<file path="src/rtl/sna_pkg.sv">
`timescale 1ns / 1ps
package sna_pkg;

    localparam int NAME_SPACE_DEF = 1024;
    localparam int WORD_BITS      = 32;
    localparam int NAME_W         = 10;
    localparam int FIRST_W        = 10;
    localparam int END_W          = 11;
    localparam int CFG_DATA_W     = 32;
    localparam int CFG_ADDR_W     = 3;

    localparam logic CMD_ALLOC = 1'b0;
    localparam logic CMD_FREE  = 1'b1;

    localparam logic REG_FIRST = 1'b0;
    localparam logic REG_END   = 1'b1;

    typedef enum logic [1:0] {
        S_CLEAR,
        S_IDLE,
        S_LOOK,
        S_SCAN
    } t_state;

    typedef struct packed {
        logic any_held;
        logic nf_found;
        logic held_above;
    } t_sum_flags;

    function automatic logic [4:0] lowest_set(input logic [WORD_BITS-1:0] v);
        logic [4:0] idx;
        idx = '0;
        for (int i = WORD_BITS - 1; i >= 0; i--) begin
            if (v[i]) begin
                idx = 5'(i);
            end
        end
        return idx;
    endfunction

    function automatic logic [WORD_BITS-1:0] pad_mask(input logic last, input int last_bits);
        logic [WORD_BITS-1:0] m;
        m = '0;
        if (last && last_bits < WORD_BITS) begin
            m = ~((WORD_BITS'(1) << last_bits) - WORD_BITS'(1));
        end
        return m;
    endfunction

endpackage

</file>
<file path="src/rtl/sna_ram.sv">
`timescale 1ns / 1ps
module sna_ram #(
    parameter int WIDTH = 32,
    parameter int DEPTH = 32
) (
    input  logic                                   i_clk,
    input  logic                                   i_we,
    input  logic [(DEPTH > 1 ? $clog2(DEPTH) : 1)-1:0] i_waddr,
    input  logic [WIDTH-1:0]                       i_wdata,
    input  logic [(DEPTH > 1 ? $clog2(DEPTH) : 1)-1:0] i_raddr,
    output logic [WIDTH-1:0]                       o_rdata
);

    logic [WIDTH-1:0] r_mem [DEPTH];
    logic [WIDTH-1:0] r_rdata;

    always_ff @(posedge i_clk) begin
        if (i_we) begin
            r_mem[i_waddr] <= i_wdata;
        end
        r_rdata <= r_mem[i_raddr];
    end

    assign o_rdata = r_rdata;

endmodule

</file>
<file path="src/rtl/sna_summary.sv">
`timescale 1ns / 1ps
module sna_summary #(
    parameter int NAME_SPACE = sna_pkg::NAME_SPACE_DEF,
    localparam int WORDS     = (NAME_SPACE + sna_pkg::WORD_BITS - 1) / sna_pkg::WORD_BITS,
    localparam int WAW       = (WORDS > 1) ? $clog2(WORDS) : 1
) (
    input  logic                      i_clk,
    input  logic                      i_rst_n,
    input  logic                      i_we,
    input  logic [WAW-1:0]            i_waddr,
    input  logic [sna_pkg::WORD_BITS-1:0] i_wdata,
    input  logic [WAW-1:0]            i_from,
    output logic [WAW-1:0]            o_low_word,
    output logic [WAW-1:0]            o_nf_word,
    output sna_pkg::t_sum_flags       o_flags
);

    localparam int LAST_BITS = NAME_SPACE - sna_pkg::WORD_BITS * (WORDS - 1);

    logic [WORDS-1:0] r_nonempty;
    logic [WORDS-1:0] r_full;
    logic [sna_pkg::WORD_BITS-1:0] pad;

    assign pad = sna_pkg::pad_mask(i_waddr == WAW'(WORDS - 1), LAST_BITS);

    always_ff @(posedge i_clk) begin
        if (!i_rst_n) begin
            r_nonempty <= '0;
            r_full     <= '0;
        end else if (i_we) begin
            r_nonempty[i_waddr] <= (i_wdata != '0);
            r_full[i_waddr]     <= ((i_wdata | pad) == '1);
        end
    end

    always_comb begin
        o_low_word = '0;
        o_nf_word  = '0;
        o_flags    = '0;
        for (int i = WORDS - 1; i >= 0; i--) begin
            if (r_nonempty[i]) begin
                o_low_word       = WAW'(i);
                o_flags.any_held = 1'b1;
            end
            if (!r_full[i] && WAW'(i) > i_from) begin
                o_nf_word        = WAW'(i);
                o_flags.nf_found = 1'b1;
            end
            if (r_nonempty[i] && WAW'(i) > i_from) begin
                o_flags.held_above = 1'b1;
            end
        end
    end

endmodule

</file>
<file path="src/rtl/sna_ctrl.sv">
`timescale 1ns / 1ps
module sna_ctrl #(
    parameter int NAME_SPACE = sna_pkg::NAME_SPACE_DEF,
    localparam int WB        = sna_pkg::WORD_BITS,
    localparam int WORDS     = (NAME_SPACE + WB - 1) / WB,
    localparam int WAW       = (WORDS > 1) ? $clog2(WORDS) : 1
) (
    input  logic                          i_clk,
    input  logic                          i_rst_n,
    input  logic                          i_start,
    output logic                          o_busy,
    input  logic                          i_cmd,
    input  logic [sna_pkg::NAME_W-1:0]    i_free_name,
    input  logic [sna_pkg::FIRST_W-1:0]   i_first,
    input  logic [sna_pkg::END_W-1:0]     i_end,
    output logic                          o_valid,
    output logic [sna_pkg::NAME_W-1:0]    o_given,
    output logic                          o_we,
    output logic [WAW-1:0]                o_waddr,
    output logic [sna_pkg::WORD_BITS-1:0] o_wdata,
    output logic [WAW-1:0]                o_raddr,
    input  logic [sna_pkg::WORD_BITS-1:0] i_rdata,
    output logic [WAW-1:0]                o_from,
    input  logic [WAW-1:0]                i_low_word,
    input  logic [WAW-1:0]                i_nf_word,
    input  sna_pkg::t_sum_flags           i_flags
);

    localparam int LAST_BITS = NAME_SPACE - WB * (WORDS - 1);
    localparam int NW        = $clog2(NAME_SPACE);
    localparam int VW        = ((NW > sna_pkg::END_W) ? NW : sna_pkg::END_W) + 1;

    sna_pkg::t_state r_state, n_state;
    logic                       r_cmd, n_cmd;
    logic [VW-1:0]              r_name, n_name;
    logic [WAW-1:0]             r_word, n_word;
    logic [WAW-1:0]             r_clr, n_clr;
    logic                       r_valid, n_valid;
    logic [sna_pkg::NAME_W-1:0] r_given, n_given;

    logic [VW-1:0] first_v, end_raw, end_v, base, low, nm, n_cand;
    logic [4:0]    lb, fb;
    logic [WB-1:0] pad, word_m, low_mask, above_bits;
    logic          ok;

    always_comb begin
        first_v  = VW'((i_first == '0) ? sna_pkg::FIRST_W'(1) : i_first);
        end_raw  = VW'(i_end);
        end_v    = (end_raw > VW'(NAME_SPACE)) ? VW'(NAME_SPACE) : end_raw;
        pad      = sna_pkg::pad_mask(r_word == WAW'(WORDS - 1), LAST_BITS);
        base     = VW'(r_word) << 5;
        lb       = sna_pkg::lowest_set(i_rdata);
        low      = base | VW'(lb);
        nm       = low - VW'(1);
        low_mask = WB'((64'd2 << lb) - 64'd1);
        word_m   = i_rdata | pad;
        if (r_state == sna_pkg::S_LOOK) begin
            word_m = word_m | low_mask;
        end
        fb         = sna_pkg::lowest_set(~word_m);
        n_cand     = base | VW'(fb);
        above_bits = i_rdata & ~WB'((64'd2 << fb) - 64'd1);
        ok         = (above_bits != '0) || i_flags.held_above || (n_cand < end_v);
    end

    always_ff @(posedge i_clk) begin
        if (!i_rst_n) begin
            r_state <= sna_pkg::S_CLEAR;
            r_clr   <= '0;
            r_valid <= 1'b0;
        end else begin
            r_state <= n_state;
            r_clr   <= n_clr;
            r_valid <= n_valid;
        end
    end

    always_ff @(posedge i_clk) begin
        r_cmd   <= n_cmd;
        r_name  <= n_name;
        r_word  <= n_word;
        r_given <= n_given;
    end

    always_comb begin
        n_state = r_state;
        n_cmd   = r_cmd;
        n_name  = r_name;
        n_word  = r_word;
        n_clr   = r_clr;
        n_valid = 1'b0;
        n_given = r_given;
        o_we    = 1'b0;
        o_waddr = r_word;
        o_wdata = '0;
        o_raddr = r_word;
        unique case (r_state)
            sna_pkg::S_CLEAR: begin
                o_we    = 1'b1;
                o_waddr = r_clr;
                n_clr   = r_clr + WAW'(1);
                if (r_clr == WAW'(WORDS - 1)) begin
                    n_state = sna_pkg::S_IDLE;
                end
            end
            sna_pkg::S_IDLE: begin
                o_raddr = (i_cmd == sna_pkg::CMD_FREE) ? WAW'(VW'(i_free_name) >> 5)
                                                       : i_low_word;
                if (i_start) begin
                    n_cmd   = i_cmd;
                    n_name  = VW'(i_free_name);
                    n_word  = o_raddr;
                    n_state = sna_pkg::S_LOOK;
                end
            end
            sna_pkg::S_LOOK: begin
                n_given = '0;
                n_state = sna_pkg::S_IDLE;
                n_valid = 1'b1;
                if (r_cmd == sna_pkg::CMD_FREE) begin
                    if (r_name < VW'(NAME_SPACE)) begin
                        o_we    = 1'b1;
                        o_wdata = i_rdata & ~(WB'(1) << r_name[4:0]);
                    end
                end else if (!i_flags.any_held) begin
                    if (first_v < end_v) begin
                        o_we    = 1'b1;
                        o_waddr = WAW'(first_v >> 5);
                        o_wdata = WB'(1) << first_v[4:0];
                        n_given = first_v[sna_pkg::NAME_W-1:0];
                    end
                end else if (low > first_v) begin
                    o_we    = 1'b1;
                    o_waddr = WAW'(nm >> 5);
                    o_wdata = ((o_waddr == r_word) ? i_rdata : '0) | (WB'(1) << nm[4:0]);
                    n_given = nm[sna_pkg::NAME_W-1:0];
                end else if (word_m != '1) begin
                    if (ok) begin
                        o_we    = 1'b1;
                        o_wdata = i_rdata | (WB'(1) << fb);
                        n_given = n_cand[sna_pkg::NAME_W-1:0];
                    end
                end else if (i_flags.nf_found) begin
                    o_raddr = i_nf_word;
                    n_word  = i_nf_word;
                    n_valid = 1'b0;
                    n_state = sna_pkg::S_SCAN;
                end
            end
            sna_pkg::S_SCAN: begin
                n_given = '0;
                n_state = sna_pkg::S_IDLE;
                n_valid = 1'b1;
                if (ok) begin
                    o_we    = 1'b1;
                    o_wdata = i_rdata | (WB'(1) << fb);
                    n_given = n_cand[sna_pkg::NAME_W-1:0];
                end
            end
            default: begin
                n_state = sna_pkg::S_IDLE;
            end
        endcase
    end

    assign o_busy  = (r_state != sna_pkg::S_IDLE);
    assign o_valid = r_valid;
    assign o_given = r_given;
    assign o_from  = r_word;

    a_strobe_after_work: assert property (@(posedge i_clk) disable iff (!i_rst_n)
        r_valid |-> $past(r_state == sna_pkg::S_LOOK || r_state == sna_pkg::S_SCAN))
        else $error("result strobe without a finished lookup");

    a_no_write_idle: assert property (@(posedge i_clk) disable iff (!i_rst_n)
        o_we |-> (r_state != sna_pkg::S_IDLE))
        else $error("bitmap write while idle");

    a_free_gives_zero: assert property (@(posedge i_clk) disable iff (!i_rst_n)
        (r_valid && r_cmd == sna_pkg::CMD_FREE) |-> (r_given == '0))
        else $error("free word returned a name");

    a_name_is_written: assert property (@(posedge i_clk) disable iff (!i_rst_n)
        (r_valid && r_given != '0) |-> $past(o_we))
        else $error("name handed out without a bitmap update");

endmodule

</file>
<file path="src/rtl/sparse_name_allocator.sv">
`timescale 1ns / 1ps
// Channel  Direction  Ports                                   Handshake
// command  in         i_cmd, i_free_name                      start high, busy low
// result   out        o_given_name                            o_valid for one cycle
// config   in/out     psel, penable, pwrite, paddr, pwdata,   write on access cycle
//                     prdata, pready
//
// After the accepting edge a free passes through the look state only; an allocation also
// passes through the scan state when the first free name lies past the word of the lowest
// held name and a second bitmap read is needed. The result strobe is high in the cycle
// after the last busy cycle, and the next word can be accepted at the end of that same cycle.
// The bitmap memory has a registered read port.
// After reset a clearing pass writes every bitmap word, one per cycle, with busy held high.
// The receiver cannot stall; each result word is shown for exactly one cycle.
module sparse_name_allocator #(
    parameter int NAME_SPACE = sna_pkg::NAME_SPACE_DEF
) (
    input  logic                              i_clk,
    input  logic                              i_rst_n,
    input  logic                              start,
    output logic                              busy,
    input  logic                              i_cmd,
    input  logic [sna_pkg::NAME_W-1:0]        i_free_name,
    output logic                              o_valid,
    output logic [sna_pkg::NAME_W-1:0]        o_given_name,
    input  logic                              psel,
    input  logic                              penable,
    input  logic                              pwrite,
    input  logic [sna_pkg::CFG_ADDR_W-1:0]    paddr,
    input  logic [sna_pkg::CFG_DATA_W-1:0]    pwdata,
    output logic [sna_pkg::CFG_DATA_W-1:0]    prdata,
    output logic                              pready
);

    localparam int WORDS = (NAME_SPACE + sna_pkg::WORD_BITS - 1) / sna_pkg::WORD_BITS;
    localparam int WAW   = (WORDS > 1) ? $clog2(WORDS) : 1;

    logic [sna_pkg::FIRST_W-1:0] r_first;
    logic [sna_pkg::END_W-1:0]   r_end;
    logic                        reg_idx;

    logic                          ram_we;
    logic [WAW-1:0]                ram_waddr, ram_raddr, from_word, low_word, nf_word;
    logic [sna_pkg::WORD_BITS-1:0] ram_wdata, ram_rdata;
    sna_pkg::t_sum_flags           flags;

    assign reg_idx = paddr[2];
    assign pready  = 1'b1;

    always_ff @(posedge i_clk) begin
        if (!i_rst_n) begin
            r_first <= sna_pkg::FIRST_W'(1);
            r_end   <= sna_pkg::END_W'(1024);
        end else if (psel && penable && pwrite) begin
            unique case (reg_idx)
                sna_pkg::REG_FIRST: r_first <= pwdata[sna_pkg::FIRST_W-1:0];
                sna_pkg::REG_END:   r_end   <= pwdata[sna_pkg::END_W-1:0];
                default: ;
            endcase
        end
    end

    always_comb begin
        unique case (reg_idx)
            sna_pkg::REG_FIRST: prdata = sna_pkg::CFG_DATA_W'(r_first);
            sna_pkg::REG_END:   prdata = sna_pkg::CFG_DATA_W'(r_end);
            default:            prdata = '0;
        endcase
    end

    sna_ram #(
        .WIDTH(sna_pkg::WORD_BITS),
        .DEPTH(WORDS)
    ) u_ram (
        .i_clk  (i_clk),
        .i_we   (ram_we),
        .i_waddr(ram_waddr),
        .i_wdata(ram_wdata),
        .i_raddr(ram_raddr),
        .o_rdata(ram_rdata)
    );

    sna_summary #(
        .NAME_SPACE(NAME_SPACE)
    ) u_summary (
        .i_clk     (i_clk),
        .i_rst_n   (i_rst_n),
        .i_we      (ram_we),
        .i_waddr   (ram_waddr),
        .i_wdata   (ram_wdata),
        .i_from    (from_word),
        .o_low_word(low_word),
        .o_nf_word (nf_word),
        .o_flags   (flags)
    );

    sna_ctrl #(
        .NAME_SPACE(NAME_SPACE)
    ) u_ctrl (
        .i_clk      (i_clk),
        .i_rst_n    (i_rst_n),
        .i_start    (start),
        .o_busy     (busy),
        .i_cmd      (i_cmd),
        .i_free_name(i_free_name),
        .i_first    (r_first),
        .i_end      (r_end),
        .o_valid    (o_valid),
        .o_given    (o_given_name),
        .o_we       (ram_we),
        .o_waddr    (ram_waddr),
        .o_wdata    (ram_wdata),
        .o_raddr    (ram_raddr),
        .i_rdata    (ram_rdata),
        .o_from     (from_word),
        .i_low_word (low_word),
        .i_nf_word  (nf_word),
        .i_flags    (flags)
    );

endmodule
</file>
<file path="config.mk">
export PLATFORM = sky130hd
export DESIGN_NAME = sparse_name_allocator
export DESIGN_NICKNAME = d
export VERILOG_FILES = /design/src/rtl/sna_pkg.sv /design/src/rtl/sna_ram.sv /design/src/rtl/sna_summary.sv /design/src/rtl/sna_ctrl.sv /design/src/rtl/sparse_name_allocator.sv
export SDC_FILE = /design/constraint.sdc
export NUM_CORES = 2
export LEC_CHECK = 0
export CAP_MARGIN = 15
export CORE_MARGIN = 2
export CORE_UTILIZATION = 39
export DETAILED_ROUTE_END_ITERATION = 12
export DONT_BUFFER_PORTS = 1
export MAX_ROUTING_LAYER = met4
export SETUP_SLACK_MARGIN = 0.05
export SLEW_MARGIN = 10
export SYNTH_ARGS = -nofsm -noshare
export SYNTH_HDL_FRONTEND = slang
export SYNTH_HIERARCHICAL = 1
export SYNTH_SLANG_ARGS = --single-unit
export TNS_END_PERCENT = 5
</file>
<file path="constraint.sdc">
create_clock -name i_clk -period 24.2 [get_ports i_clk]
set_input_delay 1.21 -clock i_clk [delete_from_list [all_inputs] [get_ports i_clk]]
set_output_delay 1.21 -clock i_clk [all_outputs]
set_load 0.01 [all_outputs]
</file>
* After elaboration in Yosys (flattened, before gate mapping) *
Memory sizes are Yosys's and may differ from the RTL's. A register that Yosys moved wholly into a read port is not among the register bits.
Index checks and enable logic that the tools add are counted.

word-level totals
  word-level logic and storage cells = 480
  output and inout port bits = 45
  flip-flop bits (word level) = 119
  memory bits (writable) = 1024
  memories = 1
  input port bits = 52

memories
  name         depth  width  read ports  clocked after memory_dff  write ports  RTL line       text
  u_ram.r_mem  32     32     1           1                         1            sna_ram.sv:14  logic [WIDTH-1:0] r_mem [DEPTH];

cells by class
  reductions and logical operators = 112
  shift-type cells = 6
  add/sub/neg operators = 4
  bitwise logic cells = 11
  multiplexer cells = 286
  equal/unequal tests = 10
  order comparisons = 39

operator list
  kind                     count
  $mux W5                  139
  $mux W32                 9
  $pmux W32 S2             2
  $shl A1 B5 Y32 const A   4
  $mux W1                  111
  $not A32 Y32             3
  $or A32 B32 Y32          3
  $gt A5 B5 Y1 const A     16
  $mux W10                 7
  $logic_and A1 B1 Y1      67
  $and A32 B32 Y32         2
  $bwmux W32               2
  $reduce_bool A32 Y1      2
  $shl A2 B5 Y32 const A   2
  $sub A32 B1 Y32 const B  2
  $gt A4 B5 Y1 const A     8
  $eq A32 B32 Y1 const B   1
  $logic_not A1 Y1         32
  $ne A32 B32 Y1 const B   1
  $pmux W5 S2              3
  $lt A12 B12 Y1           2
  $gt A3 B5 Y1 const A     4
  $or A10 B5 Y10           2
  $pmux W10 S2             1
  27 further kinds         43

* Longest topological paths before layout *
  depth after elaboration = 84
  gate-level depth with buffers = 52
  gate-level depth less buffers = 45

* Cells and area by module *
The synthesis kept the hierarchy.

modules (own cells, without submodules)
  module                 cells an instance  area an instance (um2)  instances  sequential area each (um2)
  sna_ram                2260               40492.6                 1          31390.1
  sna_ctrl               1362               9088.7                  1          790.8
  sna_summary            582                4217.8                  1          1261.2
  sparse_name_allocator  118                1118.6                  1          420.4

* Least setup slack after synthesis *
OpenSTA, ideal clock, no wires.

  path type = reg2reg
  start = register u_ram.r_rdata[31] (netlist: u_ram/o_rdata[31]), read port of u_ram.r_mem
  end = memory u_ram.r_mem[28][0], enable pin
  path buffers = 7
  required time = 23.779 ns
  slack = 13.303 ns
  stages on the path, launching flop included = 45
  clock period less this slack = 10.897 ns
  arrival = 10.476 ns
  setup time = 0.421 ns
  path through = dfxtp_1 > clkbuf_1 > nor2b_1 > o21bai_1 > a21oi_1 > o21bai_1 > a21oi_1 > o21bai_1 > a221oi_1 > o21ai_0 > o41ai_1 > nor2b_1 > o21ai_0 > ha_1 > clkbuf_1 > nor4_1 > nor2_1 > a311oi_2 > (+9 left out) > nor2_1 > nand2_1 > ha_1 > clkbuf_1 > inv_1 > a311oi_1 > mux2_2 > a211oi_1 > nor4b_1 > nand4b_1 > nor4_2 > a41oi_2 > buf_2 > o31ai_1 > a31oi_1 > or3b_2 > clkbuf_1 > nor2_1

between the ends
  longest elaborated chain between the ends = 84
  elaborated cells between the ends (all ways) = 94
  classes of those cells = add/sub: 3; order compare: 2; eq/ne: 1; shift: 2; mux: 77; bitwise: 6; reduce/logical: 3

RTL lines
  element                            RTL line                     text
  start, declared                    sna_ram.sv:15                logic [WIDTH-1:0] r_rdata;
  $mux W5 (32 in a row)              sna_pkg.sv:35                if (v[i]) begin
  $shl A2 B5 Y32                     sna_ctrl.sv:55               low_mask = WB'((64'd2 << lb) - 64'd1);
  $sub A32 B1 Y32                    sna_ctrl.sv:55
  $or A32 B32 Y32                    sna_ctrl.sv:58               word_m = word_m | low_mask;
  $mux W32                           sna_ctrl.sv:57               if (r_state == sna_pkg::S_LOOK) begin
  $not A32 Y32                       sna_ctrl.sv:60               fb = sna_pkg::lowest_set(~word_m);
  $mux W5 (32 in a row)              sna_pkg.sv:35
  $shl A2 B5 Y32                     sna_ctrl.sv:62               above_bits = i_rdata & ~WB'((64'd2 << fb) - 64'd1);
  (+7 left out)                      n/a
  $mux W1                            sna_ctrl.sv:137              end else if (word_m != '1) begin
  $mux W1                            sna_ctrl.sv:132              end else if (low > first_v) begin
  $mux W1                            sna_ctrl.sv:125              end else if (!i_flags.any_held) begin
  $mux W1                            sna_ctrl.sv:120              if (r_cmd == sna_pkg::CMD_FREE) begin
  $pmux W1 S3 (*)                    sna_ctrl.sv:97               unique case (r_state)
  via ram_we                         sparse_name_allocator.sv:42  logic ram_we;
  $mux W1 (*)                        sna_ram.sv:18                if (i_we) begin
  $mux W1 (not written as such) (*)  sna_ram.sv:19                r_mem[i_waddr] <= i_wdata;
  end, declared                      sna_ram.sv:14

The timed path passes the listed nets; every way through them passes the cells marked *.

* Worst setup path in the final report *
  start = register u_ram.r_rdata[26] (netlist: u_ram/o_rdata[26]), read port of u_ram.r_mem
  end = memory u_ram.r_mem[17][24], enable pin

between the ends
  longest elaborated chain between the ends = 79
  elaborated cells between the ends (all ways) = 89
  classes of those cells = add/sub: 3; order compare: 2; eq/ne: 1; shift: 2; mux: 72; bitwise: 6; reduce/logical: 3

RTL lines
  element                            RTL line
  $mux W5 (27 in a row)              sna_pkg.sv:35
  $shl A2 B5 Y32                     sna_ctrl.sv:55
  $sub A32 B1 Y32                    sna_ctrl.sv:55
  $or A32 B32 Y32                    sna_ctrl.sv:58
  $mux W32                           sna_ctrl.sv:57
  $not A32 Y32                       sna_ctrl.sv:60
  $mux W5 (32 in a row)              sna_pkg.sv:35
  $shl A2 B5 Y32                     sna_ctrl.sv:62
  (+7 left out)                      n/a
  $mux W1                            sna_ctrl.sv:137
  $mux W1                            sna_ctrl.sv:132
  $mux W1                            sna_ctrl.sv:125
  $mux W1                            sna_ctrl.sv:120
  $pmux W1 S3 (*)                    sna_ctrl.sv:97
  via ram_we                         sparse_name_allocator.sv:42
  $mux W1 (*)                        sna_ram.sv:18
  $mux W1 (not written as such) (*)  sna_ram.sv:19

Marks and branches as above.

==> impl_metrics.yaml <==
run_status:
  status: "finished, final reports clean"
worst_setup_path:
  critical-path-slowest-cell: "sky130_fd_sc_hd__nor2_4"
  timing.reg2reg.setup_slack_ns: 9.85
  critical_path.max_stage_delay_ns: 1.01
  timing.critical_path.mode_cell: "sky130_fd_sc_hd__buf_4"
  crit_required_ns: 24.55
  worst-path-max-fanout: 23
  worst_setup_path_end_kind: "flip-flop"
  setup.worst_path.class: "reg -> reg"
  critical_path.startpoint_type: "flip-flop"
  worst-endpoint-arrival_ns: 14.70
clocking:
  clock_tree_from_tritoncts: "built"
  cts.clk_slew.worst_paths_ns: 0.05
  htree_num_levels: 3
  post_cts_hold_buffer_count: 0
  clk_latency_ns: 0.77
  cts.root.buffer_cell: "sky130_fd_sc_hd__clkbuf_16"
  clock_sinks: 1169
  cts_made_buffers: 119
  post_cts_resize_count: 0
  post_cts.repair.setup_buffers: 0
  clock_path_buffers: 3
layout:
  synthToLayoutAreaGrowth_pct: 11.4
  sequential_cell_area_um2: 33900
  final_util: 0.438
  filler_cell_count: 12700
  multiInputGateArea_um2: 19700
  final_nets: 4392
  post_route_cells_drive_above_1_share: 0.111
detailed_routing:
  detailroute.via_count: 37800
  drt-wirelength-per-cell_um: 27.2
  first_pass_iters: 6
  drc: 0
  route.antenna.remaining_nets: 0
  drt_iter0_markers: 4219
  finalWirelength_um: 171000
  route.detailed.vias_per_inst: 6.02
global_routing:
  grt_max_degree: 114
  grt.overflow.total: 0
  global_route.usage.met2: 0.376
  vias_in_the_first_global_route: 35400
  grt_util_all_layers: 0.240
  busiest_layer_in_global_routing: "met2"
  grt_first_pass_wirelength_um: 246000
  global_routing_usage_on_met1: 0.321
  antenna_violations_before_repair: 1
  gr-usage-met3: 0.0351
floorplanning:
  die-area_um2: 144000
  floorplan.core_area_um2: 140000
  die-height_um: 379
  die_x_um: 379
  initial_standard_cell_utilization_of_the_core: 0.393
  io-pin-count: 97
  placement_rows: 137
synthesis:
  post_synth_inst_count: 4322
  share_of_yosys_cell_area_claimed_by_the_top_area_cell_type: 0.571
  asyncSetResetFlopFracSynth: 0
  synthesis.yosys.warnings: 6
  synth_seq_cells: 1169
  area_leader_netlist: "sky130_fd_sc_hd__edfxtp_1"
  synth_cell_type_count: 109
  syn-mean-instance-area_um2: 12.7
  syn-cell-area_um2: 54900
  count_of_flip_flops_with_a_built_in_enable_after_synthesis: 1045
  synthTopCellsByArea: "sky130_fd_sc_hd__edfxtp_1, sky130_fd_sc_hd__mux2i_1, sky130_fd_sc_hd__dfxtp_1"
  most_used_standard_cells_in_the_synthesized_netlist: "sky130_fd_sc_hd__edfxtp_1, sky130_fd_sc_hd__mux2i_1, sky130_fd_sc_hd__nand2_1, sky130_fd_sc_hd__nor2_1, sky130_fd_sc_hd__a21oi_1"
  synth_seq_area_share: 0.617
  yosys_most_used_dff: "sky130_fd_sc_hd__edfxtp_1"
  synthMostInstantiatedCell: "sky130_fd_sc_hd__edfxtp_1"
sta:
  final.setup.tns_ns: 0
  grt_setup_unrepaired: "no"
  relSlewSlack: 0.0682
  fin_crit_ns: 14.35
  fin_worst_hold_slack_ns: 0.476
  final_max_slew_viol_count: 0
  largest_clock_skew_in_the_final_design_ns: 0.0761
  final_clock_period_utilization_by_the_worst_path: 0.593
  transition_time_at_the_pin_with_the_least_slew_margin_ns: 1.39
  setup-violations-final: 0
  finalHoldViolCount: 0
  peak_clock_frequency_supported_by_timing_ghz: 0.0697
  post-route-worst-setup-slack_ns: 9.85
power_and_ir_drop:
  power.static_leakage_uw: 0.0212
  switchingPower_uw: 860
  seq_power_share: 0.538
  power_frac_comb: 0.025
  power.switching_fraction: 0.211
  power-per-cell-area_nw_per_um2: 66.8
  worst_ir_drop_vdd_v: 0.0000642
  intPower_uw: 3230
  clock_power_share: 0.437
placed_design:
  place_worst_setup_slack_ns: 10.10
  place.detailed.hpwl_um: 100000
  gp_routability_congestion: 1.01
  port_buffers: 0
hold_path:
  worstHoldPathType: "reg -> reg"
job:
  drv_cap: 0
-- layout make-up --
| class | count | share of cell area |
|---|---|---|
| Antenna cell | 2 | 0.0000818 |
| Clock buffer | 157 | 0.0524 |
| Clock inverter | 69 | 0.00998 |
| Inverter | 62 | 0.00397 |
| Multi-Input combinational cell | 2794 | 0.322 |
| Sequential cell | 1169 | 0.553 |
| Tap cell | 1876 | 0.0384 |
| Timing Repair Buffer | 152 | 0.0200 |
-- cells by family after synthesis --
group / after synthesis / synth area share
XOR/XNOR: 12 / 0.00191
buffers and inverters: 379 / 0.0349
AO/OA/AOI/OAI: 1029 / 0.131
AND/OR/NAND/NOR: 1119 / 0.102
adder cells (fa/ha/maj): 42 / 0.00957
flip-flops: 1169 / 0.617
other: 2 / 0.000137
multiplexers: 570 / 0.105
-- registers in the layout, indices dropped and copies added, names as in the netlist --
name and cells:
u_ctrl/r_cmd 1, u_ctrl/r_clr 5, u_ctrl/o_given 10, u_ctrl/o_valid 1
u_ctrl/r_name 5, u_ram/o_rdata 32, r_end 11, u_ctrl/o_from 5
u_summary/r_full 31, r_first 10, u_ram/r_mem 1024, u_ctrl/r_state 2
u_summary/r_nonempty 32
-- routing by layer --
layer	wire, µm	part of all wire
met5	0	0
met4	5710	0.033
met3	11700	0.069
met2	79700	0.47
met1	73600	0.43
-- per-stage QoR --
step	power [µW]	area (µm²)	cells
floorplan	2300	55000	4342
global placement	2340	57300	6051
detailed placement	2340	57300	6051
CTS	4120	61200	6277
global route	4200	61200	6280
finish	4090	61200	6281
-- placed cells by master (no fill, tap or decap), types with 30 or more instances in the layout --
cell	synthesis	routed
sky130_fd_sc_hd__a211oi_1	30	30
sky130_fd_sc_hd__a21boi_1	32	32
sky130_fd_sc_hd__a21oi_1	231	230
sky130_fd_sc_hd__a221oi_1	30	30
sky130_fd_sc_hd__a22o_1	76	76
sky130_fd_sc_hd__a22oi_1	112	112
sky130_fd_sc_hd__a31oi_1	64	64
sky130_fd_sc_hd__buf_4	62	145
sky130_fd_sc_hd__clkbuf_1	153	33
sky130_fd_sc_hd__clkbuf_16	0	122
sky130_fd_sc_hd__dfxtp_1	124	124
sky130_fd_sc_hd__edfxtp_1	1045	1045
sky130_fd_sc_hd__ha_1	42	41
sky130_fd_sc_hd__inv_1	58	58
sky130_fd_sc_hd__mux2i_1	541	541
sky130_fd_sc_hd__nand2_1	342	341
sky130_fd_sc_hd__nand2b_1	32	30
sky130_fd_sc_hd__nand3_1	151	151
sky130_fd_sc_hd__nand4_1	39	39
sky130_fd_sc_hd__nor2_1	233	198
sky130_fd_sc_hd__nor2_4	0	33
sky130_fd_sc_hd__nor3_1	87	87
sky130_fd_sc_hd__nor4_1	41	38
sky130_fd_sc_hd__o211a_1	34	34
sky130_fd_sc_hd__o21ai_0	142	137
-- power groups by stage --
| stage | registers, µW | clock network, µW | logic (µW) |
|---|---|---|---|
| floorplan | 2240 | 0 | 65.6 |
| global placement | 2240 | 0 | 101 |
| detailed placement | 2240 | 0 | 102 |
| CTS | 2200 | 1820 | 102 |
| global route | 2200 | 1900 | 109 |
| finish | 2200 | 1780 | 104 |
-- worst max-delay path: cells and delay by family, from the launching register on --
kind	cells	cell delay, ns
adders and majority gates	2	0.46
and+or+nand+nor	12	5.32
muxes	1	0.26
AOI/OAI and AO/OA	17	4.86
DFF	1	0.66
buffers and inverters	9	2.31
-- final timing paths --
| check | from | endpoint | cells past startpoint |
|---|---|---|---|
| worst max register to register | u_ram/o_rdata[26] | u_ram/r_mem[17][24] | 41 |
| worst max-delay path | u_ram/o_rdata[26] | u_ram/r_mem[17][24] | 41 |
| worst min register to register | r_end[6] | r_end[6] | 2 |
| worst min-delay path | r_end[6] | r_end[6] | 2 |
Note: power is estimated with default switching activity, not from simulation.
